===== src/rtl/ple_pkg.sv =====
package ple_pkg;

   // list geometry
   localparam int CAPACITY   = 16;
   localparam int DATA_WIDTH = 32;
   localparam int IDX_W      = $clog2(CAPACITY);
   localparam int CNT_W      = $clog2(CAPACITY + 1);

   // fixed field widths of the stream beats
   localparam int TYPE_W    = 3;
   localparam int POS_W     = 5;
   localparam int VAL_W     = 32;
   localparam int STAT_W    = 2;
   localparam int CNT_OUT_W = 5;
   localparam int REQ_DATA_W = 40;
   localparam int RSP_DATA_W = 40;

   // width that holds both a position and a count plus one
   localparam int CMP_W = ((POS_W > CNT_W) ? POS_W : CNT_W) + 1;

   // request kinds
   localparam logic [TYPE_W-1:0] REQ_INSERT_AT   = 3'd0;
   localparam logic [TYPE_W-1:0] REQ_DELETE_AT   = 3'd1;
   localparam logic [TYPE_W-1:0] REQ_INSERT_LAST = 3'd2;
   localparam logic [TYPE_W-1:0] REQ_DELETE_LAST = 3'd3;
   localparam logic [TYPE_W-1:0] REQ_READ_ALL    = 3'd4;

   // status codes
   localparam logic [STAT_W-1:0] STAT_OK     = 2'd0;
   localparam logic [STAT_W-1:0] STAT_BADPOS = 2'd1;
   localparam logic [STAT_W-1:0] STAT_FULL   = 2'd2;
   localparam logic [STAT_W-1:0] STAT_EMPTY  = 2'd3;

   // controller to datapath
   typedef struct packed {
      logic do_op;     // execute the accepted request, load its single result
      logic rd_start;  // begin streaming the list
      logic rd_step;   // load the next entry into the result register
   } ple_cmd_type;

   // datapath to controller
   typedef struct packed {
      logic out_free;  // result register can take a beat this cycle
      logic empty;     // list holds no entry
      logic rd_last;   // read pointer sits on the tail entry
   } ple_sts_type;

endpackage


===== src/rtl/ple_ctrl.sv =====
module ple_ctrl (
   input  logic                        clock,
   input  logic                        reset,
   input  logic                        req_tvalid,
   output logic                        req_tready,
   input  logic [ple_pkg::TYPE_W-1:0]  req_kind,
   input  ple_pkg::ple_sts_type        sts,
   output ple_pkg::ple_cmd_type        cmd
);
   import ple_pkg::*;

   localparam logic S_IDLE = 1'b0;
   localparam logic S_READ = 1'b1;

   logic state_ff;
   logic state_in;
   logic accept;

   // take a request only when idle and the result register has room
   assign req_tready = (state_ff == S_IDLE) && sts.out_free;
   assign accept     = req_tvalid && req_tready;

   // next state and commands
   always_comb begin
      state_in     = state_ff;
      cmd.do_op    = 1'b0;
      cmd.rd_start = 1'b0;
      cmd.rd_step  = 1'b0;
      case (state_ff)
         S_IDLE: begin
            if (accept) begin
               if (req_kind == REQ_READ_ALL && !sts.empty) begin
                  cmd.rd_start = 1'b1;
                  state_in     = S_READ;
               end else begin
                  cmd.do_op = 1'b1;
               end
            end
         end
         S_READ: begin
            if (sts.out_free) begin
               cmd.rd_step = 1'b1;
               if (sts.rd_last) begin
                  state_in = S_IDLE;
               end
            end
         end
         default: begin
            state_in = S_IDLE;
         end
      endcase
   end

   always_ff @(posedge clock) begin
      if (reset) begin
         state_ff <= S_IDLE;
      end else begin
         state_ff <= state_in;
      end
   end

   // checks
   a_cmd_onehot: assert property (@(posedge clock) disable iff (reset)
      $onehot0({cmd.do_op, cmd.rd_start, cmd.rd_step}))
      else $error("more than one datapath command");

   a_start_enters_read: assert property (@(posedge clock) disable iff (reset)
      cmd.rd_start |=> (state_ff == S_READ))
      else $error("read start did not enter streaming");

   a_no_accept_reading: assert property (@(posedge clock) disable iff (reset)
      (state_ff == S_READ) |-> !req_tready)
      else $error("request accepted while streaming");

endmodule


===== src/rtl/ple_datapath.sv =====
module ple_datapath (
   input  logic                           clock,
   input  logic                           reset,
   input  ple_pkg::ple_cmd_type           cmd,
   output ple_pkg::ple_sts_type           sts,
   input  logic [ple_pkg::TYPE_W-1:0]     req_kind,
   input  logic [ple_pkg::POS_W-1:0]      position,
   input  logic signed [ple_pkg::VAL_W-1:0] value_in,
   input  logic                           rsp_ready,
   output logic                           rsp_valid,
   output logic [ple_pkg::STAT_W-1:0]     status,
   output logic [ple_pkg::CNT_OUT_W-1:0]  count,
   output logic signed [ple_pkg::VAL_W-1:0] value_out,
   output logic                           value_valid,
   output logic                           last
);
   import ple_pkg::*;

   logic [DATA_WIDTH-1:0] cells_ff [CAPACITY];
   logic [DATA_WIDTH-1:0] cells_in [CAPACITY];
   logic [CNT_W-1:0]      count_ff;
   logic [CNT_W-1:0]      count_in;
   logic [IDX_W-1:0]      rd_idx_ff;
   logic                  rsp_valid_ff;
   logic [STAT_W-1:0]     rsp_status_ff;
   logic [CNT_W-1:0]      rsp_count_ff;
   logic [VAL_W-1:0]      rsp_value_ff;
   logic                  rsp_vvalid_ff;
   logic                  rsp_last_ff;

   logic [CMP_W-1:0]      pos_w;
   logic [CMP_W-1:0]      cnt_w;
   logic                  full;
   logic                  empty;
   logic                  ins_en;
   logic                  del_en;
   logic [IDX_W-1:0]      op_idx;
   logic [STAT_W-1:0]     op_status;
   logic [DATA_WIDTH-1:0] entry_val;

   assign pos_w     = CMP_W'(position);
   assign cnt_w     = CMP_W'(count_ff);
   assign full      = (count_ff == CNT_W'(CAPACITY));
   assign empty     = (count_ff == '0);
   assign entry_val = DATA_WIDTH'($unsigned(value_in));

   // decode the request against the current count
   always_comb begin
      op_status = STAT_OK;
      ins_en    = 1'b0;
      del_en    = 1'b0;
      op_idx    = '0;
      count_in  = count_ff;
      case (req_kind)
         REQ_INSERT_AT: begin
            if (pos_w == '0 || pos_w > cnt_w + CMP_W'(1)) begin
               op_status = STAT_BADPOS;
            end else if (full) begin
               op_status = STAT_FULL;
            end else begin
               ins_en   = 1'b1;
               op_idx   = IDX_W'(pos_w - CMP_W'(1));
               count_in = count_ff + CNT_W'(1);
            end
         end
         REQ_DELETE_AT: begin
            if (pos_w == '0 || pos_w > cnt_w) begin
               op_status = STAT_BADPOS;
            end else begin
               del_en   = 1'b1;
               op_idx   = IDX_W'(pos_w - CMP_W'(1));
               count_in = count_ff - CNT_W'(1);
            end
         end
         REQ_INSERT_LAST: begin
            if (full) begin
               op_status = STAT_FULL;
            end else begin
               ins_en   = 1'b1;
               op_idx   = IDX_W'(count_ff);
               count_in = count_ff + CNT_W'(1);
            end
         end
         REQ_DELETE_LAST: begin
            if (empty) begin
               op_status = STAT_EMPTY;
            end else begin
               count_in = count_ff - CNT_W'(1);
            end
         end
         REQ_READ_ALL: begin
            // only reaches here on an empty list
            op_status = STAT_EMPTY;
         end
         default: begin
            op_status = STAT_BADPOS;
         end
      endcase
   end

   // cell array: each cell picks the new value, itself, its lower or its upper neighbor
   for (genvar g = 0; g < CAPACITY; g++) begin : g_cell
      localparam int PREV = (g > 0) ? g - 1 : 0;
      localparam int NEXT = (g < CAPACITY - 1) ? g + 1 : g;
      assign cells_in[g] =
         (cmd.do_op && ins_en && IDX_W'(g) == op_idx) ? entry_val :
         (cmd.do_op && ins_en && IDX_W'(g) >  op_idx) ? cells_ff[PREV] :
         (cmd.do_op && del_en && IDX_W'(g) >= op_idx) ? cells_ff[NEXT] :
                                                        cells_ff[g];
   end

   always_ff @(posedge clock) begin
      for (int i = 0; i < CAPACITY; i++) begin
         cells_ff[i] <= cells_in[i];
      end
   end

   // entry count
   always_ff @(posedge clock) begin
      if (reset) begin
         count_ff <= '0;
      end else if (cmd.do_op) begin
         count_ff <= count_in;
      end
   end

   // read pointer
   always_ff @(posedge clock) begin
      if (reset) begin
         rd_idx_ff <= '0;
      end else if (cmd.rd_start) begin
         rd_idx_ff <= '0;
      end else if (cmd.rd_step) begin
         rd_idx_ff <= rd_idx_ff + IDX_W'(1);
      end
   end

   // result register valid
   always_ff @(posedge clock) begin
      if (reset) begin
         rsp_valid_ff <= 1'b0;
      end else if (cmd.do_op || cmd.rd_step) begin
         rsp_valid_ff <= 1'b1;
      end else if (rsp_ready) begin
         rsp_valid_ff <= 1'b0;
      end
   end

   // result register payload
   always_ff @(posedge clock) begin
      if (cmd.do_op) begin
         rsp_status_ff <= op_status;
         rsp_count_ff  <= count_in;
         rsp_value_ff  <= '0;
         rsp_vvalid_ff <= 1'b0;
         rsp_last_ff   <= 1'b1;
      end else if (cmd.rd_step) begin
         rsp_status_ff <= STAT_OK;
         rsp_count_ff  <= count_ff;
         rsp_value_ff  <= VAL_W'(cells_ff[rd_idx_ff]);
         rsp_vvalid_ff <= 1'b1;
         rsp_last_ff   <= sts.rd_last;
      end
   end

   assign sts.out_free = !rsp_valid_ff || rsp_ready;
   assign sts.empty    = empty;
   assign sts.rd_last  = (CNT_W'(rd_idx_ff) + CNT_W'(1) == count_ff);

   assign rsp_valid   = rsp_valid_ff;
   assign status      = rsp_status_ff;
   assign count       = CNT_OUT_W'(rsp_count_ff);
   assign value_out   = rsp_value_ff;
   assign value_valid = rsp_vvalid_ff;
   assign last        = rsp_last_ff;

   // checks
   a_count_bound: assert property (@(posedge clock) disable iff (reset)
      count_ff <= CNT_W'(CAPACITY))
      else $error("entry count above capacity");

   a_count_only_on_op: assert property (@(posedge clock) disable iff (reset)
      !cmd.do_op |=> $stable(count_ff))
      else $error("entry count moved without a request");

   a_tail_marks_last: assert property (@(posedge clock) disable iff (reset)
      (cmd.rd_step && sts.rd_last) |=> (rsp_last_ff && rsp_vvalid_ff))
      else $error("tail entry not marked last");

   a_step_in_range: assert property (@(posedge clock) disable iff (reset)
      cmd.rd_step |-> (CNT_W'(rd_idx_ff) < count_ff))
      else $error("read pointer beyond list");

endmodule


===== src/rtl/positional_list_engine.sv =====
// Ordered list of up to 16 signed 32-bit values kept in a register cell
// array. A request other than a read of a non-empty list gives one result
// beat with last set; insert and delete shift every cell above the
// position as that request is taken. A read of a non-empty list takes a
// start step and then one beat per entry, in list order, loading the result
// register from one selected cell per cycle while it has room; its final
// beat carries last. The next request is taken once the previous request's
// beats have all been loaded and the result register has room. Bad
// positions, a full list and an empty list leave the list unchanged and
// report a status.
module positional_list_engine (
   input  logic        clock,
   input  logic        reset,
   input  logic        req_tvalid,
   output logic        req_tready,
   // [4:0] position, [36:5] value_in, [39:37] zero
   input  logic [39:0] req_tdata,
   // [2:0] req_type
   input  logic [2:0]  req_tuser,
   output logic        rsp_tvalid,
   input  logic        rsp_tready,
   // [1:0] status, [6:2] count, [38:7] value_out, [39] value_valid
   output logic [39:0] rsp_tdata,
   output logic        rsp_tlast
);
   import ple_pkg::*;

   ple_cmd_type             cmd;
   ple_sts_type             sts;
   logic [STAT_W-1:0]       status;
   logic [CNT_OUT_W-1:0]    count;
   logic signed [VAL_W-1:0] value_out;
   logic                    value_valid;

   // sequencing
   ple_ctrl u_ctrl (
      .clock      (clock),
      .reset      (reset),
      .req_tvalid (req_tvalid),
      .req_tready (req_tready),
      .req_kind   (req_tuser),
      .sts        (sts),
      .cmd        (cmd)
   );

   // cell array, count and result register
   ple_datapath u_datapath (
      .clock       (clock),
      .reset       (reset),
      .cmd         (cmd),
      .sts         (sts),
      .req_kind    (req_tuser),
      .position    (req_tdata[POS_W-1:0]),
      .value_in    (req_tdata[POS_W+VAL_W-1:POS_W]),
      .rsp_ready   (rsp_tready),
      .rsp_valid   (rsp_tvalid),
      .status      (status),
      .count       (count),
      .value_out   (value_out),
      .value_valid (value_valid),
      .last        (rsp_tlast)
   );

   // pack the result beat
   assign rsp_tdata = {value_valid, value_out, count, status};

endmodule

===== config.mk =====
export PLATFORM = sky130hd
export DESIGN_NAME = positional_list_engine
export DESIGN_NICKNAME = d
export VERILOG_FILES = /design/src/rtl/ple_pkg.sv /design/src/rtl/ple_ctrl.sv /design/src/rtl/ple_datapath.sv /design/src/rtl/positional_list_engine.sv
export SDC_FILE = /design/constraint.sdc
export NUM_CORES = 1
export LEC_CHECK = 0
export BUFFER_PORTS_ARGS = -buffer_cell sky130_fd_sc_hd__buf_2
export CAP_MARGIN = 15
export CORE_MARGIN = 8
export CORE_UTILIZATION = 41
export DETAILED_ROUTE_END_ITERATION = 10
export GPL_TIMING_DRIVEN = 0
export PLACE_DENSITY = 0.56
export REMOVE_ABC_BUFFERS = 1
export SLEW_MARGIN = 25
export SYNTH_ARGS = -nofsm -noshare
export SYNTH_HDL_FRONTEND = slang
export SYNTH_SLANG_ARGS = --single-unit

===== constraint.sdc =====
create_clock -name clock -period 12.1 [get_ports clock]
set_input_delay 1.21 -clock clock [delete_from_list [all_inputs] [get_ports clock]]
set_output_delay 1.21 -clock clock [all_outputs]
set_load 0.03 [all_outputs]

==> results of run 1 <==
power breakdown:
| group | leakage [nW] | switching, mW | internal [mW] | total [mW] |
|---|---|---|---|---|
| sequential | 5.11 | 0.0430 | 2.21 | 2.25 |
| combinational | 6.76 | 0.253 | 0.175 | 0.428 |
| clock | 1.07 | 0.867 | 1.19 | 2.06 |
| total | 12.9 | 1.16 | 3.57 | 4.73 |
metal layers:
| metal | track usage (%) | vias to the layer above |
|---|---|---|
| met5 | 0 | - |
| met4 | 8.17 | 4 |
| met3 | 5.43 | 246 |
| met2 | 35.5 | 1482 |
| met1 | 35.3 | 12400 |
| li1 | - | 10400 |
Yosys cell counts, drive strengths merged, types with 38 or more instances:
cell	number	area share, %
edfxtp	519	49
nand2	349	4.1
a21oi	283	4.5
nor2	256	3.0
mux2	192	6.8
clkbuf	185	2.2
mux2i	160	5.0
mux4	160	11
o21ai	79	1.3
o22ai	69	1.4
buf	52	0.75
dfxtp	45	2.8
nand3	44	0.69
nor2b	38	0.75
final timing paths:
path	cells after the start	from	slack, ns	end
setup / recovery	16	u_datapath.count_ff[0]	6.04	u_datapath.cells_ff[4][21]
hold / removal	2	u_datapath.value_out[24]	0.45	u_datapath.value_out[24]
setup reg to reg	16	u_datapath.count_ff[0]	6.04	u_datapath.cells_ff[4][21]
hold reg to reg	2	u_datapath.value_out[24]	0.45	u_datapath.value_out[24]
per-stage QoR:
step	cells	hold WS [ns]
after detailed placement	3727	0.444
after global placement	3580	0.441
after global routing	3852	0.475
final	3855	0.450
after floorplan	2454	0.506
after CTS	3852	0.455
flip-flops by register name, indices dropped and copies added (netlist names):
signal and flops:
u_datapath.last 1, u_datapath.count 5, u_datapath.rd_idx_ff 4, u_datapath.rsp_valid 1, u_datapath.value_out 32, u_ctrl.state_ff 1, u_datapath.value_valid 1, u_datapath.cells_ff 512
u_datapath.count_ff 5, u_datapath.status 2
tightest hold or removal path: stages (launching register included):
cell and delay, ns:
dfxtp_1 0.30, nand2_1 0.05, a21oi_1 0.05
final cells by class:
cell class / count / area [um^2] / area share (%)
inverters: 13 / 56.3 / 0.149
clock inverters: 31 / 340 / 0.899
well taps: 1040 / 1300 / 3.44
flip-flops and latches: 564 / 16500 / 43.6
clock buffers: 94 / 1850 / 4.89
diodes: 3 / 7.51 / 0.0198
repair buffers: 233 / 2970 / 7.85
multi-input cells: 1877 / 14800 / 39.2
kinds of logic after synthesis:
kind of cell | after synthesis
and+or+nand+nor | 735
adders and majority gates | 16
AOI/OAI and AO/OA | 602
xor gates and xnor gates | 12
muxes | 512
buffers and inverters | 250
DFF | 564
==> impl_metrics.py, run 1 <==
metrics = {
    "routing": {
        "viasPerCell": 6.37,
        "wirelength_um": 108000,
        "first_pass_iters": 6,
        "vias": 24600,
        "wl_met1_um": 46100,
        "maxUsedRoutingLayer": "met5",
        "ant_nets": 0,
        "route.met2.wl_um": 46800,
        "met3_length_um": 11100,
        "drt-wirelength-per-cell_um": 27.9,
        "drc": 0,
        "first_iter_violations": 3068,
    },
    "finish": {
        "num-fill-cells": 6673,
        "final_common_cell": "edfxtp_1",
        "syn2layout_area_growth_pct": 18.7,
        "stdcell_area_um2": 37800,
        "post-route-util_pct": 49.0,
        "drive_gt1_share_pct": 25.6,
        "nets": 2820,
        "mostFrequentLayoutCells": "519 x edfxtp_1, 343 x nand2_1, 273 x a21oi_1, 247 x nor2_1, 164 x mux2_2",
    },
    "clock_network": {
        "root_buffer": "clkbuf_16",
        "cts_buffer_depth": 3,
        "cts_tree": "built",
        "ctsHtreeMaxLevel": 3,
        "cts_resized": 0,
        "clkTransAtPathRegs_ns": 0.06,
        "clk-insertion-delay-late_ns": 0.62,
        "postCtsSetupBuffers": 0,
        "ctsHoldBuffers": 0,
        "clkSinkCount": 564,
        "cts-buffers-inserted": 68,
    },
    "critical_path": {
        "max_stage_delay_ns": 0.79,
        "cp_slowest_cell": "a21oi_4",
        "critPathMaxFanout": 64,
        "crit_buf_inv": 4,
        "path_cells": "ha_1 > nand3_1 > xnor2_1 > ha_1 > and3_1 > o21a_1 > o21ai_1 > a21o_1 > nand2_4 > inv_6 > buf_16 > a21oi_2 > nand2b_1 > a21oi_4 > buf_16 > buf_16",
        "cp_common_cell": "buf_16",
        "crit_required_ns": 12.42,
        "end_kind": "flop",
        "cp_top_family": "compound AO/OA/AOI/OAI gates",
        "cp.arrival_ns": 6.38,
        "cp-start-kind": "flop",
        "critical_path_class": "reg2reg",
    },
    "synth": {
        "synth_warnings": 0,
        "synthMuxAreaShare_pct": 23.1,
        "synth_cell_type_count": 67,
        "synth-xor-area-share_pct": 0.330,
        "synth-main-ff-cell": "edfxtp_1",
        "synth_top_family_by_area": "multiplexers",
        "syn_area_per_cell_um2": 11.8,
        "synthAdderAreaFrac_pct": 0.628,
        "synth_edf_count": 519,
        "syn_area_um2": 31900,
        "async_reset_ff_share_pct": 0,
        "synth-seq-area-share_pct": 51.7,
        "synth-simple-area-share_pct": 9.58,
        "netlist_instances": 2691,
        "synth_compound_area_share_pct": 11.6,
        "synth_seq_cells": 564,
    },
    "grt": {
        "grt_pass1_wl_um": 160000,
        "track_usage_pct": 24.2,
        "grt-ovfl-total": 0,
        "first_global_vias": 24100,
        "antenna_found_initial": 7,
        "grt_max_degree": 65,
    },
    "die": {
        "initial_utilization_pct": 41.3,
        "pin_count": 90,
        "rows": 102,
        "fp.coreArea_um2": 77200,
        "die_w_um": 295,
        "dieArea_um2": 86900,
        "die_height_um": 295,
    },
    "power": {
        "p_leak_nw": 12.9,
        "irDropWorstVdd_uv": 96.5,
        "p_per_area_nw_per_um2": 125,
        "power_mw": 4.73,
    },
    "sta": {
        "setup_slack_ns": 6.04,
        "layout_min_cycle_time_ns": 6.06,
        "setup_viol": 0,
        "maxSlewViolCount": 0,
        "fin_setup_tns_ns": 0,
        "fin_worst_skew_ns": 0.0225,
        "max_slew_margin_pct": 27.2,
        "hold_viol": 0,
        "rsz0062_at_grt": "false",
        "worstMarginPinSlew_ns": 1.08,
        "fmax_mhz": 165,
        "finalCritPeriodShare_pct": 50.1,
    },
    "status": {
        "status": "completed",
    },
    "min_path": {
        "hp-class": "reg2reg",
    },
    "placed_design": {
        "gp_congestion": 0.795,
        "post_dp_cell_area_um2": 35600,
        "portBuffers": 86,
        "hpwl_um": 74600,
        "pre_cts_slack_ns": 5.88,
    },
    "run": {
        "max_cap_viol_count": 0,
    },
}
(Power assumes the default switching activity.)
==> run 2: changes to the inputs <==
PLACE_DENSITY = 0.58   (was 0.56)
clock period = 5.5 ns   (was 12.1 ns; I/O delays follow)
==> impl_metrics.py, run 2 (synthesized netlist as in run 1, its figures left out) <==
metrics = {
    "finish": {
        "nets": 2835,
        "regMostFlops": "u_datapath.cells_ff",
        "syn2layout_area_growth_pct": 19.5,
        "largest_register_ffs": 512,
        "drive_gt1_share_pct": 26.0,
        "mostFrequentLayoutCells": "519 x edfxtp_1, 343 x nand2_1, 273 x a21oi_1, 247 x nor2_1, 164 x mux2_2",
        "post-route-util_pct": 49.3,
        "fin_cells": 3863,
        "num-fill-cells": 6598,
        "final_common_cell": "edfxtp_1",
    },
    "status": {
        "status": "completed",
    },
    "die": {
        "fp.coreArea_um2": 77200,
        "rows": 102,
        "dieArea_um2": 86900,
        "die_w_um": 295,
        "die_height_um": 295,
        "pin_count": 90,
        "initial_utilization_pct": 41.3,
    },
    "clock_network": {
        "root_buffer": "clkbuf_16",
        "clkSinkCount": 564,
        "ctsHoldBuffers": 0,
        "cts_tree": "built",
        "cts-buffers-inserted": 66,
        "clk-insertion-delay-late_ns": 0.61,
        "clkTransAtPathRegs_ns": 0.05,
        "ctsHtreeMaxLevel": 3,
        "cts_buffer_depth": 3,
    },
    "critical_path": {
        "rrSetupSlack_ns": 0.16,
        "r2r-start": "u_datapath.count_ff[1]",
        "rr_endpoint": "u_datapath.cells_ff[0][2]",
        "max_stage_delay_ns": 0.56,
        "critPathMaxFanout": 27,
        "critical_path_class": "reg2reg",
        "crit_required_ns": 5.80,
        "cp_slowest_cell": "dfxtp_1",
        "end_kind": "flop",
        "reg2reg_depth": 17,
        "cp_common_cell": "buf_4",
        "cp.arrival_ns": 5.64,
        "cp-start-kind": "flop",
        "path_cells": "ha_1 > nand3_1 > xnor2_1 > ha_1 > and3_1 > o21a_1 > o21ai_2 > a21o_1 > nand2_4 > buf_12 > inv_6 > a21oi_4 > nand2b_2 > nor3_4 > buf_4 > buf_4 > buf_4",
    },
    "sta": {
        "hold_viol": 0,
        "fmax_mhz": 187,
        "fin_worst_skew_ns": 0.0248,
        "rsz0062_at_grt": "false",
        "setup_slack_ns": 0.159,
        "max_slew_margin_pct": 24.6,
        "whs_ns": 0.249,
        "finalCritPeriodShare_pct": 97.1,
        "setup_viol": 0,
        "worstMarginPinSlew_ns": 1.13,
        "layout_min_cycle_time_ns": 5.34,
        "maxSlewViolCount": 0,
    },
    "placed_design": {
        "hpwl_um": 75800,
        "portBuffers": 86,
        "pre_cts_slack_ns": -0.643,
        "gp_congestion": 0.809,
        "dpl.cell_count": 3734,
    },
    "grt": {
        "track_usage_pct": 24.8,
        "first_global_vias": 24600,
        "grt-ovfl-total": 0,
        "antenna_found_initial": 4,
        "grt_max_degree": 43,
        "grt_pass1_wl_um": 162000,
    },
    "min_path": {
        "hold-path-cell-count": 2,
        "hp-class": "in2reg",
        "worstHoldStart": "reset",
        "hold_end": "u_datapath.count_ff[2]",
    },
    "routing": {
        "vias": 24900,
        "first_iter_violations": 3440,
        "drt-wirelength-per-cell_um": 28.5,
        "first_pass_iters": 7,
        "viasPerCell": 6.44,
        "drc": 0,
        "ant_nets": 0,
        "wirelength_um": 110000,
    },
    "power": {
        "p_per_area_nw_per_um2": 270,
        "power_mw": 10.3,
        "p_leak_nw": 13.0,
        "irDropWorstVdd_uv": 233,
    },
    "run": {
        "max_cap_viol_count": 0,
    },
}
==> run 2: cell count changes in the layout (fill, tap and decap cells not counted), sizes merged <==
cell / previous run / this run
bufinv: 5 / 6
diode: 3 / 2
inv: 19 / 15
buf: 233 / 250
clkbuf: 94 / 90
clkinvlp: 1 / 0
==> run 2: worst max-delay path by stage <==
stage | from | end | slack (ns) | depth (start not counted)
final | u_datapath.count_ff[1] | u_datapath.cells_ff[0][2] | 0.16 | 17
after global routing | u_datapath.count_ff[1] | u_datapath.cells_ff[14][10] | 0.00006 | 13
after floorplan | u_datapath.count_ff[0] | u_datapath.cells_ff[2][0] | -4.77 | 12
after CTS | u_datapath.count_ff[0] | u_datapath.cells_ff[2][31] | 0.04 | 14
after detailed placement | u_datapath.count_ff[0] | u_datapath.cells_ff[0][27] | -0.64 | 17
after global placement | u_datapath.count_ff[0] | u_datapath.cells_ff[2][27] | -13.01 | 12
==> run 2: what timing repair did <==
| action | in CTS | in global routing |
|---|---|---|
| cloned | 0 | 0 |
| setup endpoints to repair | 243 | 122 |
| pin swaps | 2 | 1 |
| buffers inserted | 6 | 4 |
| gates resized for setup | 4 | 4 |
==> run 2: where the power goes <==
| part | internal [mW] | leakage (nW) | switching (mW) |
|---|---|---|---|
| Combinational | 0.401 | 6.90 | 0.572 |
| Clock | 2.57 | 1.02 | 1.80 |
| Sequential | 4.85 | 5.11 | 0.0956 |
==> run 2: layer usage <==
| layer | vias up | routed length [um] | GRT usage, % |
|---|---|---|---|
| met5 | - | 13 | 0 |
| met4 | 2 | 4790 | 9.90 |
| met3 | 330 | 12900 | 6.11 |
| met2 | 1678 | 47800 | 36.8 |
| met1 | 12400 | 44800 | 34.6 |
| li1 | 10400 | - | - |
==> run 2: per-stage QoR <==
| step | instance area, um^2 | setup TNS (ns) |
|---|---|---|
| after floorplan | 30900 | -1104.34 |
| after global placement | 32700 | -6413.01 |
| after detailed placement | 35800 | -71.08 |
| after CTS | 38000 | 0 |
| after global routing | 38100 | 0 |
| final | 38100 | 0 |
==> run 2: final cells by class <==
cell class | instances | area, um^2 | share of cell area, %
clock inverters | 27 | 289 | 0.759
flip-flops and latches | 564 | 16500 | 43.3
well taps | 1040 | 1300 | 3.42
multi-input cells | 1877 | 14900 | 39.0
diodes | 2 | 5.00 | 0.0131
inverters | 13 | 56.3 | 0.148
clock buffers | 90 | 1800 | 4.73
repair buffers | 250 | 3280 | 8.60
==> run 2: critical path: cells and delay by family, from the launching register on <==
kind                     cells  cell delay, ns
AND/OR/NAND/NOR              5            1.35
XOR/XNOR                     1            0.28
AO/OA/AOI/OAI                4            1.01
flip-flops                   1            0.56
buffers and inverters        5            1.23
adder cells (fa/ha/maj)      2            0.57
